`config.mk`:
```
export PLATFORM = sky130hd
export DESIGN_NAME = url_path_percent_decoder
export DESIGN_NICKNAME = d
export VERILOG_FILES = /design/src/rtl/core/upd_pkg.sv /design/src/rtl/core/upd_front.sv /design/src/rtl/core/upd_fifo.sv /design/src/rtl/core/upd_back.sv /design/src/rtl/core/url_path_percent_decoder.sv
export SDC_FILE = /design/constraint.sdc
export NUM_CORES = 1
export LEC_CHECK = 0
export BUFFER_PORTS_ARGS = -buffer_cell sky130_fd_sc_hd__buf_4
export CORE_MARGIN = 1
export CORE_UTILIZATION = 64
export CTS_BUF_LIST = sky130_fd_sc_hd__clkbuf_8
export DETAILED_ROUTE_END_ITERATION = 16
export PLACE_DENSITY = 0.9
export REMOVE_ABC_BUFFERS = 1
export SYNTH_ARGS = -nofsm -noshare
export SYNTH_HDL_FRONTEND = slang
export SYNTH_SLANG_ARGS = --single-unit
```
`constraint.sdc`:
```
create_clock -name clk_i -period 8.28 [get_ports clk_i]
set_input_delay 0.828 -clock clk_i [delete_from_list [all_inputs] [get_ports clk_i]]
set_output_delay 0.828 -clock clk_i [all_outputs]
set_load 0.1 [all_outputs]
```
`src/rtl/core/upd_pkg.sv`:
```
// ----------------------------------------------------------------------------
// upd_pkg
// shared types, character codes and helpers for the url path decoder
// ----------------------------------------------------------------------------
package upd_pkg;

  localparam int unsigned MAX_CAPACITY = 4096;
  localparam int unsigned CFG_W        = 13;
  localparam logic [CFG_W-1:0] CAP_RESET = 13'd4096;
  localparam int unsigned JOB_DEPTH    = 4;

  localparam logic [7:0] CH_QUERY     = 8'h3f;  // '?'
  localparam logic [7:0] CH_HASH      = 8'h23;  // '#'
  localparam logic [7:0] CH_PERCENT   = 8'h25;  // '%'
  localparam logic [7:0] CH_DOT       = 8'h2e;  // '.'
  localparam logic [7:0] CH_BACKSLASH = 8'h5c;  // '\'
  localparam logic [7:0] CH_NUL       = 8'h00;

  // escape progress, one-hot
  typedef enum logic [2:0] {
    ESC_NONE = 3'b001,
    ESC_PCT  = 3'b010,
    ESC_HELD = 3'b100
  } esc_e;

  typedef struct packed {
    logic [7:0] in_char;
    logic       end_of_string;
  } in_item_t;

  typedef struct packed {
    logic [7:0] out_char;
    logic       is_status;
    logic       path_error;
  } out_item_t;

  // results caused by one input beat: up to two bytes, then maybe a status
  typedef struct packed {
    logic [1:0] nbytes;
    logic [7:0] byte0;
    logic [7:0] byte1;
    logic       status;
    logic       err;
  } job_t;

  typedef struct packed {
    logic ok;
    logic [3:0] nib;
  } hex_t;

  function automatic hex_t hex_val(logic [7:0] c);
    hex_t r;
    r.ok  = 1'b1;
    r.nib = 4'h0;
    if (c >= 8'h30 && c <= 8'h39) begin
      r.nib = 4'(c - 8'h30);
    end else if (c >= 8'h61 && c <= 8'h66) begin
      r.nib = 4'(c - 8'h57);
    end else if (c >= 8'h41 && c <= 8'h46) begin
      r.nib = 4'(c - 8'h37);
    end else begin
      r.ok = 1'b0;
    end
    return r;
  endfunction

endpackage

```
`src/rtl/core/upd_front.sv`:
```
// ----------------------------------------------------------------------------
// upd_front
// accepts encoded characters, tracks escape and path state, builds result jobs
// ----------------------------------------------------------------------------
module upd_front
  import upd_pkg::*;
#(
  parameter int unsigned MaxCapacity = MAX_CAPACITY
) (
  input  logic             clk_i,
  input  logic             rst_ni,
  input  logic             cfg_we_i,
  input  logic [CFG_W-1:0] cfg_wdata_i,
  input  logic             in_valid_i,
  input  in_item_t         in_item_i,
  output logic             job_push_o,
  output job_t             job_o
);

  localparam int unsigned CntW = $clog2(MaxCapacity + 1);
  localparam int unsigned CmpW = ((CntW > CFG_W) ? CntW : CFG_W) + 1;
  localparam logic [CmpW-1:0] MaxCapC = CmpW'(MaxCapacity);

  typedef struct packed {
    logic [CntW-1:0] cnt;
    logic            ld;
    logic            dd;
    logic            f;
    logic            ok;
  } path_t;

  logic [CFG_W-1:0] cap_q;
  esc_e             esc_q, esc_d;
  logic [7:0]       held_q, held_d;
  logic [CntW-1:0]  count_q, count_d;
  logic             last_dot_q, last_dot_d;
  logic             dotdot_q, dotdot_d;
  logic             stopped_q, stopped_d;
  logic             failed_q, failed_d;
  logic [CmpW-1:0]  cap_ext, cap_eff;

  assign cap_ext = CmpW'(cap_q);
  assign cap_eff = (cap_ext > MaxCapC) ? MaxCapC : cap_ext;

  function automatic path_t emit(path_t s, logic [7:0] v, logic [CmpW-1:0] cap);
    path_t r;
    r    = s;
    r.ok = 1'b0;
    if (!s.f) begin
      if (v == CH_NUL || v == CH_BACKSLASH || (CmpW'(s.cnt) + CmpW'(1)) >= cap) begin
        r.f = 1'b1;
      end else begin
        r.cnt = s.cnt + CntW'(1);
        if (v == CH_DOT && s.ld) begin
          r.dd = 1'b1;
        end
        r.ld = (v == CH_DOT);
        r.ok = 1'b1;
      end
    end
    return r;
  endfunction

  function automatic job_t add_byte(job_t j, logic [7:0] v);
    job_t r;
    r = j;
    if (j.nbytes == 2'd0) begin
      r.byte0 = v;
    end else begin
      r.byte1 = v;
    end
    r.nbytes = j.nbytes + 2'd1;
    return r;
  endfunction

  always_comb begin
    path_t      p;
    job_t       j;
    hex_t       hi, lo;
    logic [7:0] c;
    c          = in_item_i.in_char;
    p          = '{cnt: count_q, ld: last_dot_q, dd: dotdot_q, f: failed_q, ok: 1'b0};
    j          = '0;
    esc_d      = esc_q;
    held_d     = held_q;
    stopped_d  = stopped_q;
    hi         = hex_val(held_q);
    lo         = hex_val(c);
    if (in_item_i.end_of_string) begin
      if (!p.f && !stopped_q) begin
        case (esc_q)
          ESC_PCT: begin
            p = emit(p, CH_PERCENT, cap_eff);
            if (p.ok) j = add_byte(j, CH_PERCENT);
          end
          ESC_HELD: begin
            p = emit(p, CH_PERCENT, cap_eff);
            if (p.ok) j = add_byte(j, CH_PERCENT);
            if (!p.f && held_q != CH_QUERY && held_q != CH_HASH) begin
              p = emit(p, held_q, cap_eff);
              if (p.ok) j = add_byte(j, held_q);
            end
          end
          default: begin
          end
        endcase
      end
      j.status  = 1'b1;
      j.err     = p.f | p.dd;
      // path done, back to reset values
      esc_d     = ESC_NONE;
      held_d    = '0;
      stopped_d = 1'b0;
      p         = '0;
    end else if (!p.f && !stopped_q) begin
      case (esc_q)
        ESC_PCT: begin
          held_d = c;
          esc_d  = ESC_HELD;
        end
        ESC_HELD: begin
          esc_d = ESC_NONE;
          if (!hi.ok || !lo.ok) begin
            p.f = 1'b1;
          end else begin
            p = emit(p, {hi.nib, lo.nib}, cap_eff);
            if (p.ok) j = add_byte(j, {hi.nib, lo.nib});
          end
        end
        default: begin
          esc_d = ESC_NONE;
          if (c == CH_PERCENT) begin
            esc_d = ESC_PCT;
          end else if (c == CH_QUERY || c == CH_HASH) begin
            stopped_d = 1'b1;
          end else begin
            p = emit(p, c, cap_eff);
            if (p.ok) j = add_byte(j, c);
          end
        end
      endcase
    end
    count_d    = p.cnt;
    last_dot_d = p.ld;
    dotdot_d   = p.dd;
    failed_d   = p.f;
    job_o      = j;
    job_push_o = in_valid_i && (j.nbytes != 2'd0 || j.status);
  end

  always_ff @(posedge clk_i or negedge rst_ni) begin
    if (!rst_ni) begin
      cap_q      <= CAP_RESET;
      esc_q      <= ESC_NONE;
      held_q     <= '0;
      count_q    <= '0;
      last_dot_q <= 1'b0;
      dotdot_q   <= 1'b0;
      stopped_q  <= 1'b0;
      failed_q   <= 1'b0;
    end else begin
      if (cfg_we_i) begin
        cap_q <= cfg_wdata_i;
      end
      if (in_valid_i) begin
        esc_q      <= esc_d;
        held_q     <= held_d;
        count_q    <= count_d;
        last_dot_q <= last_dot_d;
        dotdot_q   <= dotdot_d;
        stopped_q  <= stopped_d;
        failed_q   <= failed_d;
      end
    end
  end

  a_end_gives_status: assert property (@(posedge clk_i) disable iff (!rst_ni)
    in_valid_i && in_item_i.end_of_string |-> job_push_o && job_o.status)
    else $error("end of path without status result");

  a_end_clears_path: assert property (@(posedge clk_i) disable iff (!rst_ni)
    in_valid_i && in_item_i.end_of_string |=>
      count_q == '0 && !failed_q && !stopped_q && !dotdot_q && esc_q == ESC_NONE)
    else $error("path state not cleared after end");

  a_no_bytes_when_halted: assert property (@(posedge clk_i) disable iff (!rst_ni)
    in_valid_i && !in_item_i.end_of_string && (failed_q || stopped_q) |-> !job_push_o)
    else $error("result produced after error or stop");

endmodule

```
`src/rtl/core/upd_fifo.sv`:
```
// ----------------------------------------------------------------------------
// upd_fifo
// short job queue between front and back
// ----------------------------------------------------------------------------
module upd_fifo
  import upd_pkg::*;
(
  input  logic clk_i,
  input  logic rst_ni,
  input  logic push_i,
  input  job_t job_i,
  input  logic pop_i,
  output job_t head_o,
  output logic full_o,
  output logic empty_o
);

  localparam int unsigned PtrW = $clog2(JOB_DEPTH);

  job_t              mem_q [JOB_DEPTH];
  logic [PtrW-1:0]   wr_q, rd_q;
  logic [PtrW:0]     cnt_q;
  logic              do_push, do_pop;

  assign full_o  = (cnt_q == (PtrW+1)'(JOB_DEPTH));
  assign empty_o = (cnt_q == '0);
  assign do_push = push_i && !full_o;
  assign do_pop  = pop_i && !empty_o;
  assign head_o  = mem_q[rd_q];

  always_ff @(posedge clk_i) begin
    if (do_push) begin
      mem_q[wr_q] <= job_i;
    end
  end

  always_ff @(posedge clk_i or negedge rst_ni) begin
    if (!rst_ni) begin
      wr_q  <= '0;
      rd_q  <= '0;
      cnt_q <= '0;
    end else begin
      if (do_push) wr_q <= wr_q + PtrW'(1);
      if (do_pop)  rd_q <= rd_q + PtrW'(1);
      cnt_q <= cnt_q + (PtrW+1)'(do_push) - (PtrW+1)'(do_pop);
    end
  end

  a_cnt_bound: assert property (@(posedge clk_i) disable iff (!rst_ni)
    cnt_q <= (PtrW+1)'(JOB_DEPTH))
    else $error("job queue over depth");

  a_no_push_full: assert property (@(posedge clk_i) disable iff (!rst_ni)
    push_i |-> !full_o)
    else $error("job pushed into full queue");

  a_ptr_cnt: assert property (@(posedge clk_i) disable iff (!rst_ni)
    (cnt_q == '0 || cnt_q == (PtrW+1)'(JOB_DEPTH)) |-> wr_q == rd_q)
    else $error("queue pointers disagree with count");

endmodule

```
`src/rtl/core/upd_back.sv`:
```
// ----------------------------------------------------------------------------
// upd_back
// walks the head job and hands out its results one beat at a time
// ----------------------------------------------------------------------------
module upd_back
  import upd_pkg::*;
(
  input  logic      clk_i,
  input  logic      rst_ni,
  input  job_t      job_i,
  input  logic      job_empty_i,
  output logic      job_pop_o,
  input  logic      pop,
  output logic      empty,
  output out_item_t out_item_o
);

  logic [1:0] idx_q;
  logic [1:0] total;
  logic       last;
  logic       take;

  assign total = job_i.nbytes + 2'(job_i.status);
  assign last  = (idx_q == total - 2'd1);
  assign empty = job_empty_i;
  assign take  = pop && !job_empty_i;
  assign job_pop_o = take && last;

  always_comb begin
    out_item_o = '0;
    if (idx_q < job_i.nbytes) begin
      out_item_o.out_char = (idx_q == 2'd0) ? job_i.byte0 : job_i.byte1;
    end else begin
      out_item_o.is_status  = 1'b1;
      out_item_o.path_error = job_i.err;
    end
  end

  always_ff @(posedge clk_i or negedge rst_ni) begin
    if (!rst_ni) begin
      idx_q <= '0;
    end else if (take) begin
      idx_q <= last ? 2'd0 : idx_q + 2'd1;
    end
  end

  a_idx_in_job: assert property (@(posedge clk_i) disable iff (!rst_ni)
    !job_empty_i |-> idx_q < total)
    else $error("result index beyond job");

  a_idx_rewinds: assert property (@(posedge clk_i) disable iff (!rst_ni)
    job_pop_o |=> idx_q == 2'd0)
    else $error("index not rewound after job");

  a_idx_steps: assert property (@(posedge clk_i) disable iff (!rst_ni)
    take && !last |=> idx_q == $past(idx_q) + 2'd1)
    else $error("index did not advance");

endmodule

```
`src/rtl/core/url_path_percent_decoder.sv`:
```
// ----------------------------------------------------------------------------
// url_path_percent_decoder
// streaming percent decoder for url paths with end-of-path status
// ----------------------------------------------------------------------------
//
//  channel  | handshake          | beat
//  ---------+--------------------+--------------------------------------------
//  input    | push / full        | in_item_i  : in_char, end_of_string
//  result   | empty / pop        | out_item_o : out_char, is_status, path_error
//  config   | cfg_we_i           | cfg_wdata_i: output_capacity
//
//  one input beat accepted per cycle while the job queue has room
//  each input beat leaves zero to three result beats; one result beat per cycle while pop is held
//  front updates path state at accept, back drains queued jobs on its own
//  full rises only when all four job slots hold undelivered results
//  reset clears path state, empties the queue, capacity back to 4096
//
module url_path_percent_decoder
  import upd_pkg::*;
#(
  parameter int unsigned MaxCapacity = MAX_CAPACITY
) (
  input  logic             clk_i,
  input  logic             rst_ni,
  // config
  input  logic             cfg_we_i,
  input  logic [CFG_W-1:0] cfg_wdata_i,
  // encoded characters in
  input  logic             push,
  output logic             full,
  input  in_item_t         in_item_i,
  // decoded bytes and status out
  output logic             empty,
  input  logic             pop,
  output out_item_t        out_item_o
);

  logic in_valid;
  logic job_push;
  logic job_pop;
  logic job_empty;
  job_t job_new;
  job_t job_head;

  // beat accepted on the input side
  assign in_valid = push && !full;

  // front: escape tracking, capacity and dot-dot checks, status build
  upd_front #(
    .MaxCapacity (MaxCapacity)
  ) u_front (
    .clk_i       (clk_i),
    .rst_ni      (rst_ni),
    .cfg_we_i    (cfg_we_i),
    .cfg_wdata_i (cfg_wdata_i),
    .in_valid_i  (in_valid),
    .in_item_i   (in_item_i),
    .job_push_o  (job_push),
    .job_o       (job_new)
  );

  // jobs decouple the two sides so a stalled reader does not block decoding until the job queue fills
  upd_fifo u_fifo (
    .clk_i   (clk_i),
    .rst_ni  (rst_ni),
    .push_i  (job_push),
    .job_i   (job_new),
    .pop_i   (job_pop),
    .head_o  (job_head),
    .full_o  (full),
    .empty_o (job_empty)
  );

  // back: serialises each job into result beats
  upd_back u_back (
    .clk_i       (clk_i),
    .rst_ni      (rst_ni),
    .job_i       (job_head),
    .job_empty_i (job_empty),
    .job_pop_o   (job_pop),
    .pop         (pop),
    .empty       (empty),
    .out_item_o  (out_item_o)
  );

endmodule

```
==> results of run 1 <==
-- per-stage QoR --
stage	setup slack [ps]	util
floorplan	1946	-
global placement	1504	0.6943
detailed placement	1122	0.6943
CTS	976.6	0.7273
global route	427.6	0.7273
finish	850.7	0.7273
-- flip-flops by register name, indices dropped and copies added, names as in the netlist, 3 cells and up --
register	cells
u_fifo.cnt_q	3
u_fifo.mem_q	80
u_front.cap_q	13
u_front.count_q	13
u_front.esc_q	3
u_front.held_q	8
-- layer usage --
metal,vias to the layer above,wire (um),share of wire
met1,3011,7990,0.39
li1,2815,-,-
met2,318,10020,0.49
met4,0,872,0.043
met5,-,0,0
met3,71,1386,0.068
-- synth_stat cells, types with 6 or more instances --
library cell and count:
sky130_fd_sc_hd__a21o_1 6, sky130_fd_sc_hd__a21oi_1 28, sky130_fd_sc_hd__a22oi_1 10, sky130_fd_sc_hd__a31oi_1 8
sky130_fd_sc_hd__and2_1 6, sky130_fd_sc_hd__and3_1 12, sky130_fd_sc_hd__buf_1 7, sky130_fd_sc_hd__buf_2 11
sky130_fd_sc_hd__clkbuf_1 14, sky130_fd_sc_hd__dfrtp_1 48, sky130_fd_sc_hd__edfxtp_1 80, sky130_fd_sc_hd__ha_1 47
sky130_fd_sc_hd__inv_1 36, sky130_fd_sc_hd__mux2_2 14, sky130_fd_sc_hd__mux2i_1 14, sky130_fd_sc_hd__mux4_2 20
sky130_fd_sc_hd__nand2_1 76, sky130_fd_sc_hd__nand2b_1 7, sky130_fd_sc_hd__nand3_1 18, sky130_fd_sc_hd__nand4_1 8
sky130_fd_sc_hd__nor2_1 55, sky130_fd_sc_hd__nor2b_1 13, sky130_fd_sc_hd__nor3_1 9, sky130_fd_sc_hd__nor3b_1 7
sky130_fd_sc_hd__o21ai_0 37, sky130_fd_sc_hd__o22ai_1 8, sky130_fd_sc_hd__or3_1 9, sky130_fd_sc_hd__xnor2_1 23
sky130_fd_sc_hd__xor2_1 10
-- power groups by stage --
stage / clock [mW] / sequential, mW / combinational, mW
floorplan: 0 / 1.00 / 1.22
global placement: 0 / 1.00 / 1.56
detailed placement: 0 / 1.02 / 1.63
CTS: 0.548 / 1.01 / 1.67
global route: 0.576 / 1.03 / 1.79
finish: 0.545 / 1.02 / 1.68
-- path summary, 6_finish.rpt --
path                       slack [ps]          startpoint             endpoint
setup / recovery                  850  u_front.count_q[0]  u_fifo.mem_q[3][18]
hold / removal                    410              rst_ni     u_front.esc_q[1]
setup reg to reg                  850  u_front.count_q[0]  u_fifo.mem_q[3][18]
hold reg to reg                   510  u_front.last_dot_q   u_front.last_dot_q
max in group asynchronous        7370              rst_ni      u_back.idx_q[1]
min in group clk_i                510  u_front.last_dot_q   u_front.last_dot_q
-- logic make-up after synthesis --
group / count (synthesis)
flip-flops: 130
multiplexers: 50
XOR/XNOR: 33
buffers and inverters: 77
AND/OR/NAND/NOR: 249
AO/OA/AOI/OAI: 157
adder cells (fa/ha/maj): 48
-- final cells by class --
type | count | area, um2 | area share
Multi-Input combinational cell | 537 | 4051 | 0.4599
Clock inverter | 13 | 137.6 | 0.01562
Timing Repair Buffer | 46 | 345.3 | 0.03920
Tap cell | 168 | 210.2 | 0.02386
Inverter | 39 | 146.4 | 0.01662
Sequential cell | 130 | 3656 | 0.4151
Clock buffer | 19 | 261.5 | 0.02969
==> summary.json, run 1 <==
{
  "startpoint_type": "register",
  "cts_max_level": 4,
  "power_density_nw_per_um2": 368.5,
  "reg2reg_depth": 28,
  "synth_top_family_by_area": "simple AND/OR/NAND/NOR gates",
  "endpoint_kind": "register",
  "synth_enable_flop_cells": 80,
  "final_antenna_net_count": 0,
  "post-route-cell-area_um2": 8808,
  "timing_worst_setup_path_type": "reg -> reg",
  "ctsHoldBuffers": 0,
  "placed_cell_area_um2": 8409,
  "met2_usage": 0.5515,
  "drive_above_1_share": 0.1735,
  "antenna_diodes": 0,
  "critPathSlowestCell": "sky130_fd_sc_hd__dfrtp_1",
  "hold_slack_ps": 407.4,
  "grt_pass1_vias": 6086,
  "ys_top_cells_by_area": "sky130_fd_sc_hd__edfxtp_1 30%, sky130_fd_sc_hd__dfrtp_1 15%, sky130_fd_sc_hd__ha_1 7.3%",
  "synth.yosys.seq_area_share": 0.4551,
  "cts_max_path_buffers": 2,
  "synth_warnings": 0,
  "tritoncts_num_sinks": 130,
  "number_of_buffers_inserted_by_post_cts_setup_repair": 0,
  "holdCritPathClass": "in -> async",
  "grt_max_degree": 51,
  "setup_viol_count_final": 0,
  "ys.flop_type": "sky130_fd_sc_hd__edfxtp_1",
  "synth_largest_area_cell": "sky130_fd_sc_hd__edfxtp_1",
  "sequential_share_of_power": 0.313,
  "power_leakage_nw": 3.527,
  "design_power_total_mw": 3.246,
  "worst-path-max-fanout": 10,
  "power_frac_clock": 0.168,
  "worst_path_dominant_cell_family": "compound AO/OA/AOI/OAI gates",
  "synth_compound_gate_area_share": 0.1358,
  "worst-path-buf-inv": 1,
  "netlist-cell-type-count": 85,
  "place_inst": 920,
  "timing.critical_path.depth": 28,
  "routabilityCongestion": 0.9409,
  "synth_xor_area_frac": 0.03598,
  "final.setup.tns_ps": 0,
  "rsz0062_at_grt": "false",
  "final_common_cell": "sky130_fd_sc_hd__edfxtp_1",
  "yosys.area_share.adder": 0.07569,
  "globalRouteTotalUtil": 0.3330,
  "syn-instance-count": 744,
  "timing.max_slew.rel_slack": 0.3228,
  "drcViolationCount": 0,
  "intPower_mw": 1.712,
  "maxClockFrequency_mhz": 134.6,
  "initial_utilization": 0.6633,
  "max-vdd-ir-drop_mv": 0.1921,
  "top_level_ports": 39,
  "maxSlewViolCount": 0,
  "global_route.usage.met3": 0.06748,
  "initial_drt_markers": 727,
  "run_status": "complete, no violations",
  "clock-root-buffer": "sky130_fd_sc_hd__clkbuf_8",
  "fill_cells": 825,
  "hold_viol": 0,
  "layout_common_cells": "80 x sky130_fd_sc_hd__edfxtp_1, 76 x sky130_fd_sc_hd__nand2_1, 55 x sky130_fd_sc_hd__nor2_1, 48 x sky130_fd_sc_hd__dfrtp_1, 47 x sky130_fd_sc_hd__ha_1",
  "mappedNetlistArea_um2": 8034,
  "area_enclosed_by_the_die_boundary_um2": 13010,
  "post-dp-hpwl_um": 13890,
  "die_h_um": 114.0,
  "die-width_um": 114.0,
  "cts_tree": "built",
  "site_rows": 40,
  "detail_route.vias_per_cell": 6.528,
  "firstDrtPassIters": 5,
  "critical-path-max-stage-delay_ps": 540,
  "synthesis.area_per_instance_um2": 10.80,
  "ys_ff_latch": 130,
  "globalRouteOverflowTotal": 0,
  "routed_wire_length_per_instance_um": 21.29,
  "grt_busiest_layer": "met2",
  "drt_wl_total_um": 20270,
  "placement.io_buffers": 38,
  "clock_latency_on_the_worst_skew_pair_ps": 450,
  "finish.cell_count_without_fillers": 952,
  "postSynth.asyncResetShare": 0.3846,
  "final_nets": 846,
  "proportion_of_netlist_area_held_by_the_largest_area_contributor": 0.2990,
  "initial_antenna_violation_count": 0,
  "fin_clk_skew_ps": 14.94,
  "area_growth_pct": 9.640,
  "synth.mux.area_fraction": 0.09687,
  "power.share.combinational": 0.519,
  "timing.final.crit_period_ps": 7429,
  "grt_pass1_wl_um": 32180,
  "grt_util_met1": 0.4183,
  "crit_path_frequent_cell": "sky130_fd_sc_hd__ha_1",
  "switching_power_mw": 1.534,
  "cts-buffers-inserted": 17,
  "period_share": 0.8973,
  "core_region_area_um2": 12110,
  "timing.max_cap.violations": 0,
  "synthSimpleGateAreaFrac": 0.1599,
  "worst-endpoint-required_ps": 8460,
  "route.vias.total": 6215,
  "power.switching_fraction": 0.4724,
  "max_slew.worst_pin.slew_ps": 1016,
  "cts.repair.resized": 0,
  "clkTransAtPathRegs_ps": 70,
  "cp.arrival_ps": 7610
}
(Power assumes the default switching activity.)
==> inputs of run 2 (changes only) <==
Settings changed: CORE_UTILIZATION 64 to 45, PLACE_DENSITY 0.9 to 0.69.
==> run 2 against run 1 <==
Net effect:
- clock skew shrank 2.6 ps
- non-clock buffer count shrank 3
- flip-flop and latch count is the same
- power shrank 4.2%
- cell count grew 5.7%
- register-to-register slack gained 230 ps
- critical path type unchanged
- largest cell class unchanged
- hold slack lost 1.7 ps
- first-iteration DRC count shrank 37%
- utilization shrank 22 points
- worst setup slack gained 230 ps
==> summary.json, run 2 (synthesis gave the netlist of run 1 again) <==
{
  "run_status": {"value": "complete, no violations", "change": "unchanged"},
  "power_density": {"value": 351.6, "unit": "nW/um2", "change": "was 368.5 nW/um2"},
  "power_frac_clock": {"value": 0.165, "change": "was 0.168"},
  "fill_cells": {"value": 1522, "change": "was 825"},
  "final_nets": {"value": 843, "change": "was 846"},
  "final_antenna_net_count": {"value": 0, "change": "unchanged"},
  "die-width": {"value": 135.6, "unit": "um", "change": "was 114.0 um"},
  "worst-endpoint-required": {"value": 8470, "unit": "ps", "change": "was 8460 ps"},
  "maxClockFrequency": {"value": 139.0, "unit": "MHz", "change": "was 134.6 MHz"},
  "switching_power": {"value": 1.476, "unit": "mW", "change": "was 1.534 mW"},
  "timing.max_slew.rel_slack": {"value": 0.2082, "change": "was 0.3228"},
  "top_register": {"value": "u_fifo.mem_q", "change": "unchanged"},
  "hold_viol": {"value": 0, "change": "unchanged"},
  "endpoint_kind": {"value": "register", "change": "unchanged"},
  "post-dp-hpwl": {"value": 12260, "unit": "um", "change": "was 13890 um"},
  "fin_clk_skew": {"value": 12.32, "unit": "ps", "change": "was 14.94 ps"},
  "area_growth": {"value": 10.12, "unit": "%", "change": "was 9.640%"},
  "grt_max_degree": {"value": 51, "change": "unchanged"},
  "critical-path-max-stage-delay": {"value": 540, "unit": "ps", "change": "about the same"},
  "area_enclosed_by_the_die_boundary": {"value": 18390, "unit": "um2", "change": "was 13010 um2"},
  "setup_viol_count_final": {"value": 0, "change": "unchanged"},
  "crit_path_frequent_cell": {"value": "sky130_fd_sc_hd__ha_1", "change": "unchanged"},
  "number_of_buffers_inserted_by_post_cts_setup_repair": {"value": 0, "change": "unchanged"},
  "holdCritPathClass": {"value": "in -> async", "change": "unchanged"},
  "power.share.combinational": {"value": 0.511, "change": "was 0.519"},
  "tritoncts_num_sinks": {"value": 130, "change": "unchanged"},
  "cts_max_level": {"value": 4, "change": "unchanged"},
  "placement.setup.worst_slack": {"value": 1149, "unit": "ps", "change": "was 1122 ps"},
  "cts-buffers-inserted": {"value": 17, "change": "unchanged"},
  "globalRouteTotalUtil": {"value": 0.1999, "change": "was 0.3330"},
  "intPower": {"value": 1.635, "unit": "mW", "change": "was 1.712 mW"},
  "clock-root-buffer": {"value": "sky130_fd_sc_hd__clkbuf_8", "change": "unchanged"},
  "detail_route.vias_per_cell": {"value": 5.740, "change": "was 6.528"},
  "ctsHoldBuffers": {"value": 0, "change": "unchanged"},
  "routabilityCongestion": {"value": 0.8929, "change": "was 0.9409"},
  "critPathSlowestCell": {"value": "sky130_fd_sc_hd__dfrtp_1", "change": "unchanged"},
  "routed_wire_length_per_instance": {"value": 17.08, "unit": "um", "change": "was 21.29 um"},
  "layout_common_cells": {"value": "80 x sky130_fd_sc_hd__edfxtp_1, 76 x sky130_fd_sc_hd__nand2_1, 55 x sky130_fd_sc_hd__nor2_1, 48 x sky130_fd_sc_hd__dfrtp_1, 47 x sky130_fd_sc_hd__ha_1", "change": "unchanged"},
  "worst_path_dominant_cell_family": {"value": "compound AO/OA/AOI/OAI gates", "change": "unchanged"},
  "placement.io_buffers": {"value": 38, "change": "unchanged"},
  "clock_latency_on_the_worst_skew_pair": {"value": 450, "unit": "ps", "change": "about the same"},
  "max-vdd-ir-drop": {"value": 0.4694, "unit": "mV", "change": "was 0.1921 mV"},
  "clkTransAtPathRegs": {"value": 80, "unit": "ps", "change": "was 70 ps"},
  "worst-path-max-fanout": {"value": 20, "change": "was 10"},
  "core_region_area": {"value": 17360, "unit": "um2", "change": "was 12110 um2"},
  "cts_tree": {"value": "built", "change": "unchanged"},
  "grt_pass1_vias": {"value": 5388, "change": "was 6086"},
  "power.switching_fraction": {"value": 0.4744, "change": "was 0.4724"},
  "firstDrtPassIters": {"value": 6, "change": "was 5"},
  "design_power_total": {"value": 3.111, "unit": "mW", "change": "was 3.246 mW"},
  "drt_wl_total": {"value": 17180, "unit": "um", "change": "was 20270 um"},
  "startpoint_type": {"value": "register", "change": "unchanged"},
  "cp.arrival": {"value": 7390, "unit": "ps", "change": "was 7610 ps"},
  "initial_utilization": {"value": 0.4629, "change": "was 0.6633"},
  "final.setup.tns": {"value": 0, "unit": "ps", "change": "unchanged"},
  "timing.final.crit_period": {"value": 7195, "unit": "ps", "change": "was 7429 ps"},
  "grt_pass1_wl": {"value": 28280, "unit": "um", "change": "was 32180 um"},
  "worst-path-buf-inv": {"value": 2, "change": "was 1"},
  "drcViolationCount": {"value": 0, "change": "unchanged"},
  "max_slew.worst_pin.slew": {"value": 1182, "unit": "ps", "change": "was 1016 ps"},
  "initial_antenna_violation_count": {"value": 0, "change": "unchanged"},
  "sequential_share_of_power": {"value": 0.325, "change": "was 0.313"},
  "initial_drt_markers": {"value": 458, "change": "was 727"},
  "globalRouteOverflowTotal": {"value": 0, "change": "unchanged"},
  "maxSlewViolCount": {"value": 0, "change": "unchanged"},
  "timing.max_cap.violations": {"value": 0, "change": "unchanged"},
  "power_leakage": {"value": 3.500, "unit": "nW", "change": "was 3.527 nW"},
  "final_common_cell": {"value": "sky130_fd_sc_hd__edfxtp_1", "change": "unchanged"},
  "cts.repair.resized": {"value": 0, "change": "unchanged"},
  "drive_above_1_share": {"value": 0.1793, "change": "was 0.1735"},
  "timing_worst_setup_path_type": {"value": "reg -> reg", "change": "unchanged"},
  "route.vias.total": {"value": 5774, "change": "was 6215"},
  "antenna_diodes": {"value": 0, "change": "unchanged"},
  "period_share": {"value": 0.8690, "change": "was 0.8973"},
  "top_level_ports": {"value": 39, "change": "unchanged"},
  "rsz0062_at_grt": {"value": "false", "change": "unchanged"},
  "die_h": {"value": 135.6, "unit": "um", "change": "was 114.0 um"},
  "cts_max_path_buffers": {"value": 2, "change": "unchanged"},
  "largest_reg_flops": {"value": 80, "change": "unchanged"},
  "site_rows": {"value": 48, "change": "was 40"},
  "top_regs": {"value": "u_fifo.mem_q x80, u_front.cap_q x13, u_front.count_q x13", "change": "unchanged"},
  "final_critical_path_setup_slack": {"value": 1085, "unit": "ps", "change": "was 850.7 ps"}
}
## run 2: cell count changes in the layout (fill, tap and decap cells not counted), moves of 2 or more
cell | before | now
sky130_fd_sc_hd__inv_8 | 0 | 5
sky130_fd_sc_hd__clkbuf_8 | 19 | 17
sky130_fd_sc_hd__bufinv_16 | 2 | 0
sky130_fd_sc_hd__nor2b_2 | 0 | 4
sky130_fd_sc_hd__buf_4 | 46 | 43
sky130_fd_sc_hd__nor2b_1 | 13 | 9
sky130_fd_sc_hd__inv_1 | 39 | 36
## run 2: cell type report
class                      instances  area (um2)  share of cell area
multi-input combinational        537        4061              0.4591
clock inverter                    15       145.1             0.01641
timing repair buffer              43       322.8             0.03649
inverter                          39       146.4             0.01655
clock buffer                      17       234.0             0.02645
sequential                       130        3656              0.4132
tap                              225       281.5             0.03182
## run 2: through the flow
step,area (um2),hold WS (ps),utilization,instances
after floorplan,7854,472.3,-,706
after CTS,8847,417.5,0.5097,1006
after global routing,8847,443.6,0.5097,1006
final,8847,405.7,0.5097,1006
after detailed placement,8468,495.5,0.4879,974
after global placement,8468,489.1,0.4879,974
## run 2: metal layers
| metal | GRT usage | wire, um | part of all wire |
|---|---|---|---|
| met1 | 0.2929 | 8408 | 0.49 |
| met2 | 0.2968 | 7716 | 0.45 |
| met3 | 0.03928 | 780 | 0.045 |
| met4 | 0.06180 | 277 | 0.016 |
| met5 | 0 | 0 | 0 |
## run 2: power by group through the flow
stage | logic [mW] | registers, mW | clock network, mW
global placement | 1.58 | 1.01 | 0
floorplan | 1.22 | 1.00 | 0
detailed placement | 1.60 | 1.02 | 0
finish | 1.59 | 1.01 | 0.512
CTS | 1.60 | 1.01 | 0.525
global route | 1.73 | 1.03 | 0.556
## run 2: worst paths after layout
kind                               startpoint                   to  slack (ps)  cells after the start
min                                    rst_ni   u_front.count_q[4]         410                      1
max in group asynchronous              rst_ni  u_front.count_q[10]        7430                      1
min in group clk_i           u_front.cap_q[2]     u_front.cap_q[2]         510                      1
max                        u_front.count_q[0]  u_fifo.mem_q[1][18]        1080                     29
min reg2reg                  u_front.cap_q[2]     u_front.cap_q[2]         510                      1
max reg2reg                u_front.count_q[0]  u_fifo.mem_q[1][18]        1080                     29
## run 2: worst register-to-register path: cells and delay by family (launching register included)
kind,cells,cell delay [ps]
AO/OA/AOI/OAI,12,2820
adder cells (fa/ha/maj),5,1410
AND/OR/NAND/NOR,7,1080
flip-flops,1,540
XOR/XNOR,1,400
multiplexers,2,390
buffers and inverters,2,290
